`src/assert_macros.svh`:
```
// Assertion macros shared by the RTL of the keypad code alarm controller.
// Standalone header: no dependencies. Empty bodies when SYNTHESIS is set.
`ifndef ASSERT_MACROS_SVH
`define ASSERT_MACROS_SVH
`ifndef SYNTHESIS
// Checked property, skipped while reset is high
`define KCAC_ASSERT(lbl, clk, rst, prop, msg) \
   lbl: assert property (@(posedge clk) disable iff (rst) prop) else $error(msg);
// Checked property, also evaluated during reset
`define KCAC_ASSERT_ALWAYS(lbl, clk, prop, msg) \
   lbl: assert property (@(posedge clk) prop) else $error(msg);
`else
`define KCAC_ASSERT(lbl, clk, rst, prop, msg)
`define KCAC_ASSERT_ALWAYS(lbl, clk, prop, msg)
`endif
`endif

```
`src/kcac_pkg.sv`:
```
// Shared types and constants for the keypad code alarm controller.
// No dependencies; used by every module of the block.
package kcac_pkg;

   localparam int MAX_ENTRY   = 6;
   localparam int CNT_W       = $clog2(MAX_ENTRY + 1);
   localparam int CMP_W       = (CNT_W > 3) ? CNT_W : 3;
   localparam int QUEUE_DEPTH = 2;
   localparam int QPTR_W      = $clog2(QUEUE_DEPTH);
   localparam int QCNT_W      = $clog2(QUEUE_DEPTH + 1);

   localparam logic [2:0] MIN_LEN_RESET     = 3'd4;
   localparam logic [7:0] CONFIRM_KEY_RESET = 8'd35;

   typedef enum logic {
      CSR_MIN_LEN     = 1'b0,
      CSR_CONFIRM_KEY = 1'b1
   } csr_index_type;

   typedef enum logic [2:0] {
      ST_KEY_STORED  = 3'd0,
      ST_KEY_DROPPED = 3'd1,
      ST_CODE_SET    = 3'd2,
      ST_MATCH       = 3'd3,
      ST_MISMATCH    = 3'd4,
      ST_MOTION      = 3'd5,
      ST_NO_MOTION   = 3'd6,
      ST_IDLE_SAMPLE = 3'd7
   } status_type;

   // Classified command handed from the front end to the executor
   typedef struct packed {
      logic       is_sample;
      logic       is_confirm;
      logic [7:0] key_char;
      logic       motion;
   } cmd_type;

   // Queue status seen by the front end and the executor
   typedef struct packed {
      logic full;
      logic valid;
   } queue_stat_type;

endpackage

```
`src/keypad_code_alarm_controller.sv`:
```
// Keypad code alarm controller: key entry, code compare, arm and alarm flags.
// An accepted request passes through the command queue and then the result register.
// Throughput: one item per cycle while results are taken; a two-entry queue between
// front end and executor and the result register let either side stall on its own.
// Reset (synchronous, active high): empty entry, setup mode, disarmed, no alarm,
// min length 4, confirm key 35; req_tready is high once reset is released.
module keypad_code_alarm_controller (
   input  logic                    clock,
   input  logic                    reset,
   input  logic                    req_tvalid,
   output logic                    req_tready,
   input  logic [15:0]             req_tdata,   // key_char[7:0], motion_seen[8]
   input  logic                    req_tuser,   // op
   output logic                    rsp_tvalid,
   input  logic                    rsp_tready,
   output logic [15:0]             rsp_tdata,   // status[2:0], armed_out[3], alarm_on[4],
                                                // in_setup[5], entry_count_out[8:6]
   input  logic                    csr_we,
   input  kcac_pkg::csr_index_type csr_addr,
   input  logic [7:0]              csr_wdata
);

   kcac_pkg::queue_stat_type q_stat;
   kcac_pkg::cmd_type        push_cmd;
   kcac_pkg::cmd_type        head_cmd;
   logic                     push;
   logic                     pop;
   logic [2:0]               min_len;

   kcac_front u_front (
      .clock      (clock),
      .reset      (reset),
      .req_tvalid (req_tvalid),
      .req_tready (req_tready),
      .req_tdata  (req_tdata),
      .req_tuser  (req_tuser),
      .csr_we     (csr_we),
      .csr_addr   (csr_addr),
      .csr_wdata  (csr_wdata),
      .q_stat     (q_stat),
      .push       (push),
      .push_cmd   (push_cmd),
      .min_len    (min_len)
   );

   kcac_queue u_queue (
      .clock    (clock),
      .reset    (reset),
      .push     (push),
      .push_cmd (push_cmd),
      .pop      (pop),
      .head_cmd (head_cmd),
      .q_stat   (q_stat)
   );

   kcac_back u_back (
      .clock      (clock),
      .reset      (reset),
      .q_stat     (q_stat),
      .head_cmd   (head_cmd),
      .min_len    (min_len),
      .pop        (pop),
      .rsp_tvalid (rsp_tvalid),
      .rsp_tready (rsp_tready),
      .rsp_tdata  (rsp_tdata)
   );

endmodule

```
`src/kcac_front.sv`:
```
// Front end: config registers, request acceptance and key classification.
// Depends on kcac_pkg.
module kcac_front (
   input  logic                    clock,
   input  logic                    reset,
   input  logic                    req_tvalid,
   output logic                    req_tready,
   input  logic [15:0]             req_tdata,   // key_char[7:0], motion_seen[8]
   input  logic                    req_tuser,   // op
   input  logic                    csr_we,
   input  kcac_pkg::csr_index_type csr_addr,
   input  logic [7:0]              csr_wdata,
   input  kcac_pkg::queue_stat_type q_stat,
   output logic                    push,
   output kcac_pkg::cmd_type       push_cmd,
   output logic [2:0]              min_len
);

   logic [2:0] min_len_ff, min_len_in;
   logic [7:0] confirm_ff, confirm_in;

   always_comb begin
      min_len_in = min_len_ff;
      confirm_in = confirm_ff;
      if (csr_we) begin
         unique case (csr_addr)
            kcac_pkg::CSR_MIN_LEN:     min_len_in = csr_wdata[2:0];
            kcac_pkg::CSR_CONFIRM_KEY: confirm_in = csr_wdata;
         endcase
      end
   end

   always_ff @(posedge clock) begin
      if (reset) begin
         min_len_ff <= kcac_pkg::MIN_LEN_RESET;
         confirm_ff <= kcac_pkg::CONFIRM_KEY_RESET;
      end else begin
         min_len_ff <= min_len_in;
         confirm_ff <= confirm_in;
      end
   end

   assign req_tready = !q_stat.full;
   assign push       = req_tvalid && req_tready;

   always_comb begin
      push_cmd.is_sample  = req_tuser;
      push_cmd.is_confirm = !req_tuser && (req_tdata[7:0] == confirm_ff);
      push_cmd.key_char   = req_tdata[7:0];
      push_cmd.motion     = req_tdata[8];
   end

   assign min_len = min_len_ff;

endmodule

```
`src/kcac_queue.sv`:
```
// Short command queue between the front end and the executor.
// Depends on kcac_pkg.
module kcac_queue (
   input  logic                     clock,
   input  logic                     reset,
   input  logic                     push,
   input  kcac_pkg::cmd_type        push_cmd,
   input  logic                     pop,
   output kcac_pkg::cmd_type        head_cmd,
   output kcac_pkg::queue_stat_type q_stat
);

   kcac_pkg::cmd_type                 slot_ff [kcac_pkg::QUEUE_DEPTH];
   logic [kcac_pkg::QPTR_W-1:0]       wr_ptr_ff, wr_ptr_in;
   logic [kcac_pkg::QPTR_W-1:0]       rd_ptr_ff, rd_ptr_in;
   logic [kcac_pkg::QCNT_W-1:0]       count_ff, count_in;

   localparam logic [kcac_pkg::QPTR_W-1:0] LAST_PTR =
      kcac_pkg::QPTR_W'(kcac_pkg::QUEUE_DEPTH - 1);

   always_comb begin
      wr_ptr_in = wr_ptr_ff;
      rd_ptr_in = rd_ptr_ff;
      count_in  = count_ff;
      if (push) begin
         wr_ptr_in = (wr_ptr_ff == LAST_PTR) ? '0 : wr_ptr_ff + 1'b1;
      end
      if (pop) begin
         rd_ptr_in = (rd_ptr_ff == LAST_PTR) ? '0 : rd_ptr_ff + 1'b1;
      end
      if (push && !pop) begin
         count_in = count_ff + 1'b1;
      end else if (pop && !push) begin
         count_in = count_ff - 1'b1;
      end
   end

   always_ff @(posedge clock) begin
      if (reset) begin
         wr_ptr_ff <= '0;
         rd_ptr_ff <= '0;
         count_ff  <= '0;
      end else begin
         wr_ptr_ff <= wr_ptr_in;
         rd_ptr_ff <= rd_ptr_in;
         count_ff  <= count_in;
      end
   end

   always_ff @(posedge clock) begin
      if (push) begin
         slot_ff[wr_ptr_ff] <= push_cmd;
      end
   end

   assign head_cmd     = slot_ff[rd_ptr_ff];
   assign q_stat.valid = (count_ff != '0);
   assign q_stat.full  = (count_ff == kcac_pkg::QCNT_W'(kcac_pkg::QUEUE_DEPTH));

endmodule

```
`src/kcac_back.sv`:
```
// Executor: entry buffer, stored code, arm/alarm flags and result register.
// Depends on kcac_pkg and assert_macros.svh.
`include "assert_macros.svh"
module kcac_back (
   input  logic                     clock,
   input  logic                     reset,
   input  kcac_pkg::queue_stat_type q_stat,
   input  kcac_pkg::cmd_type        head_cmd,
   input  logic [2:0]               min_len,
   output logic                     pop,
   output logic                     rsp_tvalid,
   input  logic                     rsp_tready,
   output logic [15:0]              rsp_tdata   // status[2:0], armed_out[3], alarm_on[4],
                                                // in_setup[5], entry_count_out[8:6]
);

   localparam int CNT_W = kcac_pkg::CNT_W;
   localparam int CMP_W = kcac_pkg::CMP_W;

   logic [7:0]       entry_ff  [kcac_pkg::MAX_ENTRY];
   logic [7:0]       entry_in  [kcac_pkg::MAX_ENTRY];
   logic [7:0]       stored_ff [kcac_pkg::MAX_ENTRY];
   logic [7:0]       stored_in [kcac_pkg::MAX_ENTRY];
   logic [CNT_W-1:0] cnt_ff, cnt_in;
   logic [CNT_W-1:0] stored_len_ff, stored_len_in;
   logic             setup_ff, setup_in;
   logic             armed_ff, armed_in;
   logic             alarm_ff, alarm_in;
   logic             rsp_valid_ff, rsp_valid_in;
   logic [15:0]      rsp_data_ff, rsp_data_in;

   kcac_pkg::status_type status;
   logic             ends_entry;
   logic             buf_full;
   logic             code_equal;
   logic             store_code;

   assign pop = q_stat.valid && (!rsp_valid_ff || rsp_tready);

   always_comb begin
      code_equal = (cnt_ff == stored_len_ff);
      // Only positions below the held count take part in the compare
      for (int i = 0; i < kcac_pkg::MAX_ENTRY; i++) begin
         if ((CNT_W'(i) < cnt_ff) && (entry_ff[i] != stored_ff[i])) begin
            code_equal = 1'b0;
         end
      end
   end

   assign ends_entry = !head_cmd.is_sample && head_cmd.is_confirm &&
                       (CMP_W'(cnt_ff) >= CMP_W'(min_len));
   assign buf_full   = (cnt_ff == CNT_W'(kcac_pkg::MAX_ENTRY));
   assign store_code = pop && ends_entry && setup_ff;

   always_comb begin
      entry_in      = entry_ff;
      stored_in     = stored_ff;
      cnt_in        = cnt_ff;
      stored_len_in = stored_len_ff;
      setup_in      = setup_ff;
      armed_in      = armed_ff;
      alarm_in      = alarm_ff;
      status        = kcac_pkg::ST_KEY_STORED;
      priority if (head_cmd.is_sample) begin
         if (head_cmd.motion && armed_ff) begin
            alarm_in = 1'b1;
            status   = kcac_pkg::ST_MOTION;
         end else begin
            alarm_in = 1'b0;
            status   = armed_ff ? kcac_pkg::ST_NO_MOTION : kcac_pkg::ST_IDLE_SAMPLE;
         end
      end else if (ends_entry) begin
         cnt_in = '0;
         if (setup_ff) begin
            stored_in     = entry_ff;
            stored_len_in = cnt_ff;
            armed_in      = 1'b1;
            setup_in      = 1'b0;
            status        = kcac_pkg::ST_CODE_SET;
         end else if (code_equal) begin
            armed_in = !armed_ff;
            status   = kcac_pkg::ST_MATCH;
         end else begin
            alarm_in = 1'b1;
            status   = kcac_pkg::ST_MISMATCH;
         end
      end else if (!buf_full) begin
         for (int i = 0; i < kcac_pkg::MAX_ENTRY; i++) begin
            if (cnt_ff == CNT_W'(i)) begin
               entry_in[i] = head_cmd.key_char;
            end
         end
         cnt_in = cnt_ff + 1'b1;
         status = kcac_pkg::ST_KEY_STORED;
      end else begin
         status = kcac_pkg::ST_KEY_DROPPED;
      end
   end

   always_comb begin
      rsp_valid_in = rsp_valid_ff;
      rsp_data_in  = rsp_data_ff;
      if (pop) begin
         rsp_valid_in = 1'b1;
         rsp_data_in  = {7'd0, 3'(cnt_in), setup_in, armed_in && alarm_in, armed_in,
                         status};
      end else if (rsp_tready) begin
         rsp_valid_in = 1'b0;
      end
   end

   always_ff @(posedge clock) begin
      if (reset) begin
         cnt_ff        <= '0;
         stored_len_ff <= '0;
         setup_ff      <= 1'b1;
         armed_ff      <= 1'b0;
         alarm_ff      <= 1'b0;
         rsp_valid_ff  <= 1'b0;
      end else if (pop) begin
         cnt_ff        <= cnt_in;
         stored_len_ff <= stored_len_in;
         setup_ff      <= setup_in;
         armed_ff      <= armed_in;
         alarm_ff      <= alarm_in;
         rsp_valid_ff  <= rsp_valid_in;
      end else begin
         rsp_valid_ff  <= rsp_valid_in;
      end
   end

   // Contents past the held count are never compared, so no reset is needed
   always_ff @(posedge clock) begin
      if (pop) begin
         entry_ff <= entry_in;
      end
      if (store_code) begin
         stored_ff <= stored_in;
      end
      rsp_data_ff <= rsp_data_in;
   end

   assign rsp_tvalid = rsp_valid_ff;
   assign rsp_tdata  = rsp_data_ff;

   `KCAC_ASSERT(a_cnt_bound, clock, reset, cnt_ff <= CNT_W'(kcac_pkg::MAX_ENTRY), "entry count past buffer size")
   `KCAC_ASSERT(a_setup_disarmed, clock, reset, setup_ff |-> !armed_ff, "armed while code not set")
   `KCAC_ASSERT(a_setup_sticky, clock, reset, !setup_ff |=> !setup_ff, "setup reentered without reset")
   `KCAC_ASSERT(a_pop_gives_rsp, clock, reset, pop |=> rsp_tvalid, "executed transaction produced no result")
   `KCAC_ASSERT_ALWAYS(a_reset_idle, clock, reset |=> !rsp_tvalid, "result valid right after reset")

endmodule
```
`config.mk`:
```
export PLATFORM = sky130hd
export DESIGN_NAME = keypad_code_alarm_controller
export DESIGN_NICKNAME = d
export VERILOG_FILES = /design/src/kcac_pkg.sv /design/src/keypad_code_alarm_controller.sv /design/src/kcac_front.sv /design/src/kcac_queue.sv /design/src/kcac_back.sv
export VERILOG_INCLUDE_DIRS = /design/src /design/src/src
export SDC_FILE = /design/constraint.sdc
export NUM_CORES = 1
export LEC_CHECK = 0
export BUFFER_PORTS_ARGS = -buffer_cell sky130_fd_sc_hd__buf_2
export CAP_MARGIN = 20
export CORE_MARGIN = 2
export CORE_UTILIZATION = 45
export CTS_CLUSTER_DIAMETER = 100
export DETAILED_ROUTE_END_ITERATION = 7
export HOLD_SLACK_MARGIN = 0.03
export PLACE_DENSITY_LB_ADDON = 0.3
export SETUP_SLACK_MARGIN = 0.05
export SYNTH_ARGS = -nofsm -noshare
export SYNTH_HDL_FRONTEND = slang
export SYNTH_SLANG_ARGS = --single-unit
```
`constraint.sdc`:
```
create_clock -name clock -period 9.39 [get_ports clock]
set_input_delay 0.939 -clock clock [delete_from_list [all_inputs] [get_ports clock]]
set_output_delay 0.939 -clock clock [all_outputs]
set_load 0.02 [all_outputs]
```
### Word level (Yosys, flattened, before mapping)

Memory sizes are Yosys's and may differ from the RTL's. A register that Yosys moved wholly into a read port is not among the register bits.
Cells that the tools add are included.

| operators by class | value |
|---|---|
| reductions and logical operators | 39 |
| magnitude comparators | 7 |
| equality and inequality tests | 15 |
| bitwise gates (word level) | 4 |
| add/sub/neg operators | 5 |
| mux-type cells | 37 |

Operators by type and width:

| kind | count |
|---|---|
| $ne A8 B8 Y1 | 6 |
| $reduce_and A5 Y1 | 6 |
| $mux W1 | 27 |
| $mux W3 | 8 |
| $logic_and A1 B1 Y1 | 17 |
| $eq A3 B3 Y1 const B | 3 |
| $eq A8 B8 Y1 | 1 |
| $reduce_and A4 Y1 | 2 |
| $logic_not A1 Y1 | 7 |
| $eq A3 B2 Y1 const B | 2 |
| $lt A1 B3 Y1 const A | 2 |
| $lt A2 B3 Y1 const A | 2 |
| $lt A3 B3 Y1 const A | 2 |
| $reduce_bool A2 Y1 | 3 |
| $mux W2 | 2 |
| $not A1 Y1 | 4 |
| $reduce_and A2 Y1 | 2 |
| $add A3 B1 Y3 const B | 1 |
| $eq A3 B1 Y1 const B | 1 |
| $eq A3 B3 Y1 | 1 |
| $ge A3 B3 Y1 | 1 |
| $logic_not A3 Y1 | 1 |
| $add A1 B1 Y1 const B | 2 |
| $add A2 B1 Y2 const B | 1 |
| 3 further kinds | 3 |

| word-level totals | value |
|---|---|
| RAM bits | 22 |
| logic and storage cells | 132 |
| input bits | 31 |
| memories kept | 1 |
| flip-flop bits (word level) | 130 |

Memories:

| memory | words | bits a word | read ports | clocked after memory_dff | write ports | line | RTL |
|---|---|---|---|---|---|---|---|
| u_queue.slot_ff | 2 | 11 | 1 | 1 | 1 | kcac_queue.sv:13 | `kcac_pkg::cmd_type slot_ff [kcac_pkg::QUEUE_DEPTH];` |

### Depth between registers and ports, before layout

| depth | value |
|---|---|
| depth after elaboration | 13 |
| gate-level depth with buffers | 11 |

### Modules after synthesis

A second synthesis with hierarchy kept.

| second synthesis, totals | value |
|---|---|
| cells, all modules | 428 |
| area, all modules | 6,177.2 um^2 |

Modules (own cells, without submodules):

| module | area an instance (um^2) | cells an instance | instances | seq. area each (um^2) |
|---|---|---|---|---|
| kcac_back | 4,599.4 | 303 | 1 | 3,353.2 |
| kcac_queue | 999.7 | 56 | 1 | 760.7 |
| kcac_front | 578.1 | 69 | 1 | 220.2 |

### Worst setup path before layout

No wires, ideal clock.

| timing path | value |
|---|---|
| path kind | flip-flop to flip-flop |
| from | register u_back.cnt_ff[0] |
| to | register u_back.stored_ff[0] (netlist bit) (enable) |
| path buffers | 1 |
| arrival | 2.687 ns |
| library setup time | 0.402 ns |
| stages on the path, launching flop included | 10 |
| period minus slack after synthesis | 3.090 ns |
| slack | 6.300 ns |
| path through | dfxtp_1 > buf_2 > inv_1 > ha_1 > nand2b_1 > a21o_1 > a21oi_1 > nor3_1 > nand3_1 > inv_1 |

| on the way | value |
|---|---|
| cells in the longest elaborated chain, start to end | 5 |

RTL lines:

| element | line | RTL |
|---|---|---|
| start: declaration | kcac_back.sv:24 | `logic [CNT_W-1:0] cnt_ff, cnt_in;` |
| start signal: assignment | kcac_back.sv:121 | `cnt_ff <= cnt_in;` |
| $ge A3 B3 Y1 (*) | kcac_back.sv:51 | `(CMP_W'(cnt_ff) >= CMP_W'(min_len));` |
| $logic_and A1 B1 Y1 (*) | kcac_back.sv:50 | `assign ends_entry = !head_cmd.is_sample && head_cmd.is_confirm &&` |
| $logic_and A1 B1 Y1 (2 in a row) | kcac_back.sv:53 | `assign store_code = pop && ends_entry && setup_ff;` |
| $reduce_and A4 Y1 (no source line) (*) | n/a |  |
| end signal: assignment | kcac_back.sv:138 | `stored_ff <= stored_in;` |
| end: declaration | kcac_back.sv:22 | `logic [7:0] stored_ff [kcac_pkg::MAX_ENTRY];` |

Every way passes the cells marked *; elsewhere a longest branch is shown, timed or not.
A chain may end at the register's enable or synchronous reset.

### Worst setup path after layout

| timing path | value |
|---|---|
| from | register u_back.cnt_ff[0] |
| to | register u_back.stored_ff[13] (netlist bit) (enable) |

The elaborated chain is that of the path after synthesis.

==> flow_metrics.tcl <==
set metrics [dict create \
    fin_nets 496 \
    hold_viol 0 \
    antenna_found_initial 0 \
    grt.met1_usage_pct 19.5 \
    p_int_mw 1.38 \
    io_buffers 34 \
    synth_area_mm2 0.00604 \
    post_cts_resized 0 \
    synth_area_per_cell_um2 14.7 \
    core_area_mm2 0.0132 \
    max_slew_margin_pct 40.4 \
    hp-class "flip-flop to flip-flop" \
    switching_share_pct 26.0 \
    finClkSkew_ps 5.63 \
    hpwl_um 6660 \
    num_antenna_cells 0 \
    worst_pin_slew_ps 891 \
    synth-edff-count 127 \
    drtPass1Iterations 4 \
    cts_setup_buffers 0 \
    gp_congestion 0.785 \
    ys_async_sr_fraction_pct 0 \
    grt_pass1_vias 3109 \
    powerDensity_mw_per_mm2 266 \
    wl_um 9800 \
    clock_sinks 153 \
    top_usage_layer "met2" \
    drc 0 \
    cp.required_ps 9440 \
    seq_power_share_pct 47.1 \
    groute.usage.overall_pct 14.9 \
    die_w_um 120 \
    layout-drive-gt1-share_pct 17.2 \
    grt_overflow 0 \
    grt_max_degree 49 \
    path_max_fanout 48 \
    die_h_um 120 \
    nFillCells 1097 \
    use_met3_pct 5.51 \
    grt_setup_unrepaired "no" \
    outcome "complete, no violations" \
    p_clk_share_pct 37.0 \
    drv_slew 0 \
    ys_seq_area_share_pct 71.7 \
    cts_made_buffers 17 \
    path_class "flip-flop to flip-flop" \
    post-route-period-util_pct 31.5 \
    num_vias 3186 \
    die_area_mm2 0.0144 \
    fin_crit_ps 2950 \
    tns_ps 0 \
    r2r_setup_slack_ps 6440 \
    cap_violations 0 \
    cts_hold_buf 0 \
    use_met2_pct 23.2 \
    syn_inst 410 \
    cp-end-kind "flip-flop" \
    path_clk_slew_ps 60 \
    synth-seq-cells 153 \
    ant_nets 0 \
    critical_path_arrival_ps 3000 \
    viasPerCell 4.92 \
    p_switching_mw 0.485 \
    cp-start-kind "flip-flop" \
    yosysWarnings 0 \
    io_pins 49 \
    finalPower_mw 1.87 \
    clkLatencyLatePin_ps 420 \
    cts.htree.levels 4 \
    cts_tree "yes" \
    setup_viol 0 \
    grt_pass1_wl_um 15900 \
    initial_utilization_pct 45.8 \
    ir_worst_vdd_mv 0.169 \
    cts_max_path_buffers 2 \
    drt_iter0_markers 209 \
    rows 42 \
    area_delta_synth_final_pct 16.0 \
    clockRootBuffer "clkbuf_16" \
    wl_per_cell_um 15.1 \
    synth.distinct_cells 39 \
    leakagePower_nw 2.41 \
    fmax_ghz 0.339 \
    p_comb_share_pct 16.0 \
    synthFlopType "edfxtp_1" \
]
==> state kept, by name, summed over array words and instances (netlist names), named ones only <==
signal / flops
u_front.confirm_ff: 8
u_queue.wr_ptr_ff: 1
u_back.entry_ff: 48
u_queue.slot_ff: 22
u_back.stored_len_ff: 3
u_back.rsp_tvalid: 1
u_queue.count_ff: 2
u_back.setup_ff: 1
u_back.stored_ff: 48
u_back.cnt_ff: 3
u_back.rsp_tdata: 9
u_queue.rd_ptr_ff: 1
u_front.min_len: 3
u_back.alarm_ff: 1
u_back.armed_ff: 1
==> area by class of cell <==
class                   count  area, µm²  area share (%)
well taps                 176        220            3.14
multi-input cells         237       1600            22.9
clock buffers              18        429            6.12
flip-flops and latches    153       4330            61.8
clock inverters            14        178            2.53
repair buffers             40        215            3.07
inverters                   9       33.8           0.482
==> worst max-delay path: stages, from the launching register on <==
cell and delay [ps]:
dfxtp_1 580, inv_1 160, ha_1 290, nand2b_1 90
a21o_1 110, a21oi_1 90, nor3_1 180, buf_4 230
nand3_1 220, inv_1 100, buf_4 510
==> through the flow <==
step	instances	setup WS [ps]	hold slack, ps	utilization, %	area, µm²
final	647	6440	467	53.2	7010
after global routing	647	6220	478	53.2	7010
after CTS	647	6450	470	53.2	7010
after detailed placement	615	6370	456	48.6	6410
after global placement	615	6410	453	48.6	6410
after floorplan	416	6300	449	-	6070
==> Yosys cell counts, drive strengths merged, types with 2 or more instances <==
master	count	area share (%)
ha	7	1.4
o21ai	7	0.58
mux2i	9	1.5
buf	11	1.2
nor2	23	1.4
dfxtp	26	8.6
a21oi	16	1.3
xor2	5	0.72
nand4	14	1.4
xnor2	57	8.3
edfxtp	127	63
and3	2	0.21
o22ai	5	0.62
inv	9	0.56
mux2	10	1.9
nand3b	3	0.37
clkbuf	6	0.37
nand2b	6	0.62
nor3	10	0.83
a21o	2	0.25
nand3	5	0.41
and2	4	0.41
nor4	5	0.62
nand2	31	1.9
==> layer usage <==
metal  part of all wire, %  up-vias
met5                     0        -
met4                   1.4        0
met3                   5.0       14
met2                    48       68
met1                    46     1524
li1                      -     1580
==> power by group through the flow <==
stage / clock [mW] / combinational (mW) / sequential, mW
floorplan: 0 / 0.204 / 0.893
global placement: 0 / 0.295 / 0.890
detailed placement: 0 / 0.300 / 0.892
CTS: 0.701 / 0.302 / 0.879
global route: 0.732 / 0.330 / 0.886
finish: 0.690 / 0.298 / 0.878
==> worst paths after layout <==
path                       start                    to  cells after the start
min          u_back.entry_ff[21]  u_back.stored_ff[21]                      0
max             u_back.cnt_ff[0]  u_back.stored_ff[13]                     10
min reg2reg  u_back.entry_ff[21]  u_back.stored_ff[21]                      0
max reg2reg     u_back.cnt_ff[0]  u_back.stored_ff[13]                     10
==> cell usage in the layout (no fill, tap or decap), drive strengths merged <==
master / instances
buf: 40
or3: 1
a22oi: 1
conb: 7
inv: 10
nor4: 5
nand2: 31
xnor2: 57
mux2: 10
nand4: 14
o21ai: 7
nand3: 5
xor2: 5
nand2b: 6
nor2: 23
nand3b: 3
and3: 2
a21oi: 16
nor3b: 1
edfxtp: 127
nor3: 10
and2: 4
o32ai: 1
clkinvlp: 2
nor4b: 1
a21o: 2
clkinv: 7
bufinv: 4
a211oi: 1
mux2i: 9
a31oi: 1
o22ai: 5
ha: 7
o21a: 1
clkbuf: 18
dfxtp: 26
o2111a: 1
==> cells by family after synthesis <==
kind of cell	share of synthesized area, %
compound gates	3.66
xor+xnor	8.98
fa+ha+maj	1.45
buf+inv	2.13
flops	71.7
mux	3.35
other cells	0.0620
simple gates	8.65
No activity file was read; power rests on OpenSTA's default activity.
